### src/sv/psdq_pkg.sv
// Package for the pillar signed distance query block.
// Holds widths, register indexes, sequencer op codes and the command,
// status, configuration and table entry structs used across the design. No dependencies.
`default_nettype none

package psdq_pkg;

  localparam int MAX_PILLARS = 16;
  localparam int IDX_W = 4;
  localparam int CNT_W = 5;

  localparam int SQ_IN_W = 54;
  localparam int SQ_STEPS = SQ_IN_W / 2;
  localparam int DIV_NW = 42;
  localparam int DIV_DW = 28;

  localparam int IN_W = 144;
  localparam int OUT_W = 72;

  // register indexes (byte address / 4)
  localparam logic [2:0] REG_PILLAR_COUNT = 3'd0;
  localparam logic [2:0] REG_MAP_MIN_X = 3'd1;
  localparam logic [2:0] REG_MAP_MIN_Y = 3'd2;
  localparam logic [2:0] REG_MAP_MIN_Z = 3'd3;
  localparam logic [2:0] REG_MAP_MAX_X = 3'd4;
  localparam logic [2:0] REG_MAP_MAX_Y = 3'd5;
  localparam logic [2:0] REG_MAP_MAX_Z = 3'd6;

  localparam logic FUNC_LOAD = 1'b0;
  localparam logic FUNC_QUERY = 1'b1;

  // datapath op codes
  localparam logic [4:0] OP_NONE = 5'd0;
  localparam logic [4:0] OP_CAPTURE = 5'd1;
  localparam logic [4:0] OP_LOAD = 5'd2;
  localparam logic [4:0] OP_READ = 5'd3;
  localparam logic [4:0] OP_DIFF = 5'd4;
  localparam logic [4:0] OP_SQR = 5'd5;
  localparam logic [4:0] OP_SUM = 5'd6;
  localparam logic [4:0] OP_RQ_START = 5'd7;
  localparam logic [4:0] OP_RQ_TAKE = 5'd8;
  localparam logic [4:0] OP_UX_START = 5'd9;
  localparam logic [4:0] OP_UX_TAKE = 5'd10;
  localparam logic [4:0] OP_UY_START = 5'd11;
  localparam logic [4:0] OP_UY_TAKE = 5'd12;
  localparam logic [4:0] OP_EXCESS = 5'd13;
  localparam logic [4:0] OP_EXSQ = 5'd14;
  localparam logic [4:0] OP_DQ_START = 5'd15;
  localparam logic [4:0] OP_DQ_TAKE = 5'd16;
  localparam logic [4:0] OP_GX_MUL = 5'd17;
  localparam logic [4:0] OP_GX_START = 5'd18;
  localparam logic [4:0] OP_GX_TAKE = 5'd19;
  localparam logic [4:0] OP_GY_MUL = 5'd20;
  localparam logic [4:0] OP_GY_START = 5'd21;
  localparam logic [4:0] OP_GY_TAKE = 5'd22;
  localparam logic [4:0] OP_GZ_START = 5'd23;
  localparam logic [4:0] OP_GZ_TAKE = 5'd24;
  localparam logic [4:0] OP_INSIDE = 5'd25;
  localparam logic [4:0] OP_UPDATE = 5'd26;
  localparam logic [4:0] OP_FINAL = 5'd27;
  localparam logic [4:0] OP_EMPTY = 5'd28;

  typedef struct packed {
    logic [4:0]       op;
    logic [IDX_W-1:0] idx;
    logic             first;
  } psdq_cmd_t;

  typedef struct packed {
    logic func;
    logic in_map;
    logic s_zero;
    logic rout;
    logic oz_pos;
    logic sq_done;
    logic div_done;
    logic out_free;
  } psdq_sts_t;

  typedef struct packed {
    logic [CNT_W-1:0]   pillar_count;
    logic signed [16:0] map_min_x;
    logic signed [16:0] map_min_y;
    logic signed [16:0] map_min_z;
    logic signed [16:0] map_max_x;
    logic signed [16:0] map_max_y;
    logic signed [16:0] map_max_z;
  } psdq_cfg_t;

  typedef struct packed {
    logic signed [16:0] cx;
    logic signed [16:0] cy;
    logic [15:0]        r;
    logic signed [16:0] zlo;
    logic signed [16:0] zhi;
  } psdq_entry_t;

endpackage

`default_nettype wire

### src/sv/psdq_ctrl.sv
// Sequencer: walks each query over the pillars in use and issues one
// datapath op per cycle outside its wait states. Depends on psdq_pkg; drives psdq_dp.
`default_nettype none

module psdq_ctrl (
  input  wire logic                          clk,
  input  wire logic                          rst,
  input  wire logic                          in_valid,
  input  wire logic [psdq_pkg::CNT_W-1:0]    pillar_count,
  input  wire psdq_pkg::psdq_sts_t           sts,
  output logic                               in_ready,
  output psdq_pkg::psdq_cmd_t                cmd
);

  localparam logic [4:0] ST_IDLE = 5'd0;
  localparam logic [4:0] ST_DECIDE = 5'd1;
  localparam logic [4:0] ST_READ = 5'd2;
  localparam logic [4:0] ST_DIFF = 5'd3;
  localparam logic [4:0] ST_SQR = 5'd4;
  localparam logic [4:0] ST_SUM = 5'd5;
  localparam logic [4:0] ST_RQ_GO = 5'd6;
  localparam logic [4:0] ST_RQ_WAIT = 5'd7;
  localparam logic [4:0] ST_UX_GO = 5'd8;
  localparam logic [4:0] ST_UX_WAIT = 5'd9;
  localparam logic [4:0] ST_UY_GO = 5'd10;
  localparam logic [4:0] ST_UY_WAIT = 5'd11;
  localparam logic [4:0] ST_EXCESS = 5'd12;
  localparam logic [4:0] ST_EXSQ = 5'd13;
  localparam logic [4:0] ST_DQ_GO = 5'd14;
  localparam logic [4:0] ST_DQ_WAIT = 5'd15;
  localparam logic [4:0] ST_GX_MUL = 5'd16;
  localparam logic [4:0] ST_GX_GO = 5'd17;
  localparam logic [4:0] ST_GX_WAIT = 5'd18;
  localparam logic [4:0] ST_GY_MUL = 5'd19;
  localparam logic [4:0] ST_GY_GO = 5'd20;
  localparam logic [4:0] ST_GY_WAIT = 5'd21;
  localparam logic [4:0] ST_GZ_GO = 5'd22;
  localparam logic [4:0] ST_GZ_WAIT = 5'd23;
  localparam logic [4:0] ST_INSIDE = 5'd24;
  localparam logic [4:0] ST_UPDATE = 5'd25;
  localparam logic [4:0] ST_FINISH = 5'd26;

  logic [4:0]                 state, state_next;
  logic [psdq_pkg::IDX_W-1:0] idx, idx_next;
  logic                       empty, empty_next;
  logic [psdq_pkg::CNT_W-1:0] n_sat;
  logic [psdq_pkg::IDX_W-1:0] last_idx;

  assign n_sat = (pillar_count > psdq_pkg::CNT_W'(psdq_pkg::MAX_PILLARS))
               ? psdq_pkg::CNT_W'(psdq_pkg::MAX_PILLARS) : pillar_count;
  assign last_idx = psdq_pkg::IDX_W'(n_sat - psdq_pkg::CNT_W'(1));
  assign in_ready = (state == ST_IDLE);

  always_comb begin
    state_next = state;
    idx_next = idx;
    empty_next = empty;
    cmd.op = psdq_pkg::OP_NONE;
    cmd.idx = idx;
    cmd.first = (idx == '0);
    unique case (state)
      ST_IDLE: begin
        if (in_valid) begin
          cmd.op = psdq_pkg::OP_CAPTURE;
          state_next = ST_DECIDE;
        end
      end
      ST_DECIDE: begin
        if (sts.func == psdq_pkg::FUNC_LOAD) begin
          cmd.op = psdq_pkg::OP_LOAD;
          state_next = ST_IDLE;
        end else if (!sts.in_map || (n_sat == '0)) begin
          empty_next = 1'b1;
          state_next = ST_FINISH;
        end else begin
          empty_next = 1'b0;
          idx_next = '0;
          state_next = ST_READ;
        end
      end
      ST_READ: begin
        cmd.op = psdq_pkg::OP_READ;
        state_next = ST_DIFF;
      end
      ST_DIFF: begin
        cmd.op = psdq_pkg::OP_DIFF;
        state_next = ST_SQR;
      end
      ST_SQR: begin
        cmd.op = psdq_pkg::OP_SQR;
        state_next = ST_SUM;
      end
      ST_SUM: begin
        cmd.op = psdq_pkg::OP_SUM;
        state_next = ST_RQ_GO;
      end
      ST_RQ_GO: begin
        cmd.op = psdq_pkg::OP_RQ_START;
        state_next = ST_RQ_WAIT;
      end
      ST_RQ_WAIT: begin
        if (sts.sq_done) begin
          cmd.op = psdq_pkg::OP_RQ_TAKE;
          state_next = sts.s_zero ? ST_EXCESS : ST_UX_GO;
        end
      end
      ST_UX_GO: begin
        cmd.op = psdq_pkg::OP_UX_START;
        state_next = ST_UX_WAIT;
      end
      ST_UX_WAIT: begin
        if (sts.div_done) begin
          cmd.op = psdq_pkg::OP_UX_TAKE;
          state_next = ST_UY_GO;
        end
      end
      ST_UY_GO: begin
        cmd.op = psdq_pkg::OP_UY_START;
        state_next = ST_UY_WAIT;
      end
      ST_UY_WAIT: begin
        if (sts.div_done) begin
          cmd.op = psdq_pkg::OP_UY_TAKE;
          state_next = ST_EXCESS;
        end
      end
      ST_EXCESS: begin
        cmd.op = psdq_pkg::OP_EXCESS;
        state_next = (sts.rout || sts.oz_pos) ? ST_EXSQ : ST_INSIDE;
      end
      ST_EXSQ: begin
        cmd.op = psdq_pkg::OP_EXSQ;
        state_next = ST_DQ_GO;
      end
      ST_DQ_GO: begin
        cmd.op = psdq_pkg::OP_DQ_START;
        state_next = ST_DQ_WAIT;
      end
      ST_DQ_WAIT: begin
        if (sts.sq_done) begin
          cmd.op = psdq_pkg::OP_DQ_TAKE;
          state_next = sts.rout ? ST_GX_MUL : ST_GZ_GO;
        end
      end
      ST_GX_MUL: begin
        cmd.op = psdq_pkg::OP_GX_MUL;
        state_next = ST_GX_GO;
      end
      ST_GX_GO: begin
        cmd.op = psdq_pkg::OP_GX_START;
        state_next = ST_GX_WAIT;
      end
      ST_GX_WAIT: begin
        if (sts.div_done) begin
          cmd.op = psdq_pkg::OP_GX_TAKE;
          state_next = ST_GY_MUL;
        end
      end
      ST_GY_MUL: begin
        cmd.op = psdq_pkg::OP_GY_MUL;
        state_next = ST_GY_GO;
      end
      ST_GY_GO: begin
        cmd.op = psdq_pkg::OP_GY_START;
        state_next = ST_GY_WAIT;
      end
      ST_GY_WAIT: begin
        if (sts.div_done) begin
          cmd.op = psdq_pkg::OP_GY_TAKE;
          state_next = sts.oz_pos ? ST_GZ_GO : ST_UPDATE;
        end
      end
      ST_GZ_GO: begin
        cmd.op = psdq_pkg::OP_GZ_START;
        state_next = ST_GZ_WAIT;
      end
      ST_GZ_WAIT: begin
        if (sts.div_done) begin
          cmd.op = psdq_pkg::OP_GZ_TAKE;
          state_next = ST_UPDATE;
        end
      end
      ST_INSIDE: begin
        cmd.op = psdq_pkg::OP_INSIDE;
        state_next = ST_UPDATE;
      end
      ST_UPDATE: begin
        cmd.op = psdq_pkg::OP_UPDATE;
        if (idx == last_idx) begin
          state_next = ST_FINISH;
        end else begin
          idx_next = idx + psdq_pkg::IDX_W'(1);
          state_next = ST_READ;
        end
      end
      ST_FINISH: begin
        if (sts.out_free) begin
          cmd.op = empty ? psdq_pkg::OP_EMPTY : psdq_pkg::OP_FINAL;
          state_next = ST_IDLE;
        end
      end
      default: state_next = ST_IDLE;
    endcase
  end

  always_ff @(posedge clk) begin
    if (rst) begin
      state <= ST_IDLE;
      idx <= '0;
      empty <= 1'b0;
    end else begin
      state <= state_next;
      idx <= idx_next;
      empty <= empty_next;
    end
  end

endmodule

`default_nettype wire

### config.mk
export PLATFORM = sky130hd
export DESIGN_NAME = psdq_ctrl
export DESIGN_NICKNAME = d
export VERILOG_FILES = /design/src/sv/psdq_pkg.sv /design/src/sv/psdq_ctrl.sv
export SDC_FILE = /design/constraint.sdc
export NUM_CORES = 1
export LEC_CHECK = 0
export ABC_AREA = 1
export BUFFER_PORTS_ARGS = -buffer_cell sky130_fd_sc_hd__buf_2
export CAP_MARGIN = 20
export CORE_ASPECT_RATIO = 1.25
export CORE_UTILIZATION = 35
export CTS_CLUSTER_SIZE = 8
export DETAILED_ROUTE_END_ITERATION = 10
export PLACE_DENSITY = 0.61
export RECOVER_POWER = 100
export SLEW_MARGIN = 25
export SYNTH_ARGS = -nofsm -noshare
export SYNTH_HDL_FRONTEND = slang
export SYNTH_SLANG_ARGS = --single-unit
### constraint.sdc
create_clock -name clk -period 3 [get_ports clk]
set_clock_uncertainty 0.2 [all_clocks]
set_input_delay 0.45 -clock clk [delete_from_list [all_inputs] [get_ports clk]]
set_output_delay 0.45 -clock clk [all_outputs]
set_load 0.01 [all_outputs]
Word level (Yosys, flattened, before mapping)
Cells that the tools add are included.
{"block": "word_totals", "regBits": 10, "input_bits": 16, "out_inout_bits": 11, "wordCells": 90}
{"block": "op_classes", "addsub": 2, "magnitude_cmp": 1, "eq_ne": 39, "muxes": 35, "n_reduce_logical": 10}
{"operator": "$pmux 5 s27", "count": 2}
{"operator": "$mux 5", "count": 19}
{"operator": "$eq 5x5->1 const B", "count": 11}
{"operator": "$eq 5x4->1 const B", "count": 8}
{"operator": "$mux 4", "count": 7}
{"operator": "$ne 2x2->1 const B", "count": 12}
{"operator": "$eq 5x3->1 const B", "count": 4}
{"operator": "$eq 5x2->1 const B", "count": 2}
{"operator": "$logic_not 5->1", "count": 2}
{"operator": "$mux 3", "count": 3}
{"operator": "$reduce_and 9->1", "count": 1}
{"operator": "$pmux 4 s2", "count": 1}
{"operator": "$eq 5x1->1 const B", "count": 1}
{"operator": "$gt 5x5->1 const B", "count": 1}
{"operator": "$add 4x1->4 const B", "count": 1}
{"operator": "$eq 4x4->1", "count": 1}
{"operator": "$logic_not 4->1", "count": 1}
{"operator": "$reduce_and 4->1", "count": 1}
{"operator": "$sub 4x1->4 const B", "count": 1}
{"operator": "$logic_or 1x1->1", "count": 2}
{"operator": "$mux 1", "count": 2}
{"operator": "$mux 2", "count": 1}
{"operator": "$reduce_and 2->1", "count": 1}
{"operator": "$reduce_bool 2->1", "count": 1}
{"operator": "$logic_not 1->1", "count": 1}

Longest topological paths before layout
{"block": "logic_depth", "depth_word": 7, "ltp_mapped": 16, "ltp_nobuf": 16}

Least setup slack after synthesis
No wires, ideal clock.
{"block": "synth_path", "path_kind": "input-to-reg", "start": "input pillar_count[2] (netlist bit)", "end": "register idx[1] (netlist bit)", "t_arrival_ns": 1.869, "required_time_ns": 2.682, "slack_ns": 0.813, "stages": 13, "n_path_buf": 0, "path_cell_list": "nor2_1 -> nand2_1 -> nand2_1 -> nand2_1 -> ha_1 -> xor2_1 -> nand3_1 -> a21oi_1 -> nand2_1 -> nand2_2 -> nand2_2 -> o21ai_0 -> nor2_1"}
{"block": "synth_via", "elab_chain_cells": 6}
{"element": "from (decl)", "line": "psdq_ctrl.sv:9", "text": "input wire logic [psdq_pkg::CNT_W-1:0] pillar_count,"}
{"element": "$gt 5x5->1", "line": "psdq_ctrl.sv:49", "text": "assign n_sat = (pillar_count > psdq_pkg::CNT_W'(psdq_pkg::MAX_PILLARS))"}
{"element": "$mux 5 (*)", "line": "psdq_ctrl.sv:50", "text": "? psdq_pkg::CNT_W'(psdq_pkg::MAX_PILLARS) : pillar_count;"}
{"element": "$sub 4x1->4 or $logic_not 5->1 (tied branches)", "line": "psdq_ctrl.sv:51, psdq_ctrl.sv:72"}
{"element": "$eq 4x4->1 or $logic_or 1x1->1 (tied branches)", "line": "psdq_ctrl.sv:189, psdq_ctrl.sv:72"}
{"element": "$ne 2x2->1 (no source line)"}
{"element": "$reduce_and 4->1 (no source line) (*)"}
{"element": "to (signal assigned)", "line": "psdq_ctrl.sv:213", "text": "idx <= idx_next;"}
{"element": "to (decl)", "line": "psdq_ctrl.sv:44", "text": "logic [psdq_pkg::IDX_W-1:0] idx, idx_next;"}
Every way passes the cells marked *; elsewhere a longest branch is shown, timed or not.
A chain may end at the register's enable or synchronous reset.

==> summary.md <==
| Metric | Value |
|---|---|
| Outcome | finished, violations left |
| Violations in the final reports | DRC |
| Peak fanout along the critical path | 14 |
| Top cell type's share of synthesized area | 18.3% |
| Pint | between 400 and 500 µW |
| First-pass GRT wire length | 6250 µm |
| Kind of end point of the critical path | output port |
| Chip height | 71.1 µm |
| Cell area after layout | 0.00152 mm² |
| Vias | 1593 |
| Fin. max-slew vios | 0 |
| Synth top area cells | nand2_1 18%, dfxtp_1 15%, nand3_1 10% |
| Gp weighted congestion | 0.975 |
| Syn Inst Count | 240 |
| Clk slew on worst S/H paths | 50 ps |
| Reg2reg end | state[2] |
| VDD IR max | 0.000337 V |
| Worst Path Arrival | 1930 ps |
| Grt total ovfl | 0 |
| Post-CTS Setup Bufs | 0 |
| H-tree depth | 1 |
| Layout net count | between 200 and 300 |
| Drt initial violations | 73 |
| Final setup vio count | 0 |
| Most instantiated library cell after synthesis | nand2_1 |
| Number of synthesized flops with an enable pin | 0 |
| Critical path cell sequence | inv_1, nand2_1, inv_1, nand2_1, nand3_1, a211oi_1, nand3_1, clkbuf_1 |
| Worst slack, placed | 561 ps |
| Vias in the first global route | 1469 |
| Setup slack after layout | around 420 ps |
| Final core occ | 42.5% |
| Layout cells sized above 1 | 13.9% |
| Critical path class | reg2out |
| Register bit count reported by yosys | 10 |
| Psw | 403 µW |
| FF-to-FF Start | state[4] |
| CP max stage cell | dfxtp_1 |
| Final period util | between 80% and 90% |
| DR vias/cell | 5.21 |
| Hold-fix buffers, CTS | 0 |
| Final Hold Vio Count | 0 |
| Initial Utilization | 37.4% |
| Reg2Reg Depth | 9 |
| Worst path required time | 2350 ps |
| Num CTS Buffers | 3 |
| TritonRoute pass-1 iters | 7 |
| # DRC | 4 |
| Sequential share of the synthesized area | between 10% and 20% |
| Total GRT Usage | ~20% |
| Final non-filler cell total | 306 |
| Row cnt | 24 |
| Syn avg cell area | 5.57 µm² |
| Detail Placement HPWL | 3240 µm |
| Switching Share | between 40% and 50% |
| Largest net degree at the start of global routing | 15 |
| Die Area | 0.00407 mm² |
| Synth warn | 0 |
| Seq pwr share | a little under a quarter |
| Worst hold start | empty |
| Leak | 0.000771 µW |
| RSZ-0062 raised after global routing | false |
| Setup TNS | 0 ps |
| Root buffer cell | clkbuf_8 |
| Drt total wl | 3790 µm |
| Combinational power share | 56.0% |
| Post-synth top area cell | nand2_1 |
| Yosys cell types | 30 |
| Most common library cells after synthesis | 65 x nand2_1, 33 x nor2_1, 27 x inv_1, 27 x nand3_1, 17 x a21oi_1 |
| Critical Path Start | state[4] |
| Pwr per Cell Area | 551 mW/mm² |
| Clock power frac | 20.1% |
| Crit start category | flop |
| Final Critical Period | 2580 ps |
| Port buffer count | 26 |
| Slowest stage delay, CP | 580 ps |
| Layout fillers | 415 |
| Placed Cells | ~300 |
| Max-cap viol count | 0 |
| Area after DPL | 0.00149 mm² |
| Min-Delay Path Class | reg2reg |
| IO Count | 27 |
| CTS tree | built |
| Syn Nets | 260 |
| Least-Margin Pin Slew | 440 ps |
| Max Clk Rate | 387 MHz |
| Clock buffer depth | 2 |
| Die width | 57.3 µm |
| WL/cell | 12.4 µm |
| Cell Area, Synth | 0.00134 mm² |
| R2R setup slack | 820 ps |
| Ys flop type | dfxtp_1 |
| Slew HR | between 70% and 80% |
| Area of the core | ~0.0036 mm² |
| Clk_lat worst skew | 230 ps |
| Area delta synth->final | 13.7% |
| Antenna Cells | 0 |
| Initial antenna violation count | 0 |
| Asr flop ratio synth | 0% |
| Sink Count | 10 |
| Post-route ant nets | 0 |
| Worst setup path endpoint | cmd[5] |
| Post-cts resize count | 0 |
## sequential cells by signal (all words and copies together) (netlist names)
name	flops
empty	1
state	5
idx	4
## cell usage in the layout (no fill, tap or decap), types with 2 or more instances in the layout
cell type / netlist / routed
o22ai_1: 2 / 2
ha_1: 4 / 4
inv_1: 27 / 28
clkbuf_8: 0 / 4
clkbuf_1: 0 / 9
nor2_1: 33 / 35
dfxtp_1: 10 / 10
inv_2: 6 / 5
buf_2: 0 / 17
nor2_4: 5 / 5
nor3_1: 4 / 4
nand2_1: 65 / 68
nand4_1: 5 / 5
nand3_1: 27 / 27
xor2_1: 2 / 2
o21ai_0: 9 / 9
nor3b_1: 2 / 2
nor2_2: 4 / 2
a21oi_1: 17 / 17
a211oi_1: 2 / 2
## cell type report
class	count	area [µm²]	share of cell area (%)
clock buffer	4	55.1	3.62
tap	39	48.8	3.21
inverter	33	124	8.15
timing repair buffer	26	119	7.83
sequential	10	200	13.2
multi-input combinational	194	972	64.0
## power by group through the flow
stage	registers, µW	clock network [µW]	logic [µW]
after detailed placement	202	0	486
after global routing	205	179	532
after floorplan	184	0	373
final	200	168	468
after CTS	199	173	487
after global placement	204	0	486
## through the flow
step | total power (µW) | hold WS [ps]
after floorplan | 557 | 244
after global placement | 689 | 260
after detailed placement | 688 | 267
after CTS | 860 | 275
after global routing | 915 | 290
final | 836 | 274
## worst min path at each step
stage,to,depth (start not counted)
floorplan,empty,2
global placement,empty,2
detailed placement,empty,2
CTS,empty,2
global route,idx[3],2
finish,empty,2
## cell families after synthesis
family	share of synthesized area (%)
AOI/OAI and AO/OA	15.4
xor gates and xnor gates	1.97
adders and majority gates	3.75
buffers and inverters	11.0
DFF	15.0
and+or+nand+nor	53.0
## worst max-delay path: cells and delay by family, from the launching register on
| family | cells | cell delay (ps) |
|---|---|---|
| simple gates | 4 | 570 |
| buf+inv | 3 | 370 |
| flops | 1 | 580 |
| compound gates | 1 | 180 |
## metal layers
metal | GRT usage, % | up-vias | share of wire, %
met4 | 8.94 | 0 | 2.2
met3 | 3.11 | 8 | 5.1
met1 | 22.3 | 700 | 41
li1 | - | 838 | -
met5 | 0 | - | 0
met2 | 35.7 | 47 | 52
(Power assumes the default switching activity.)
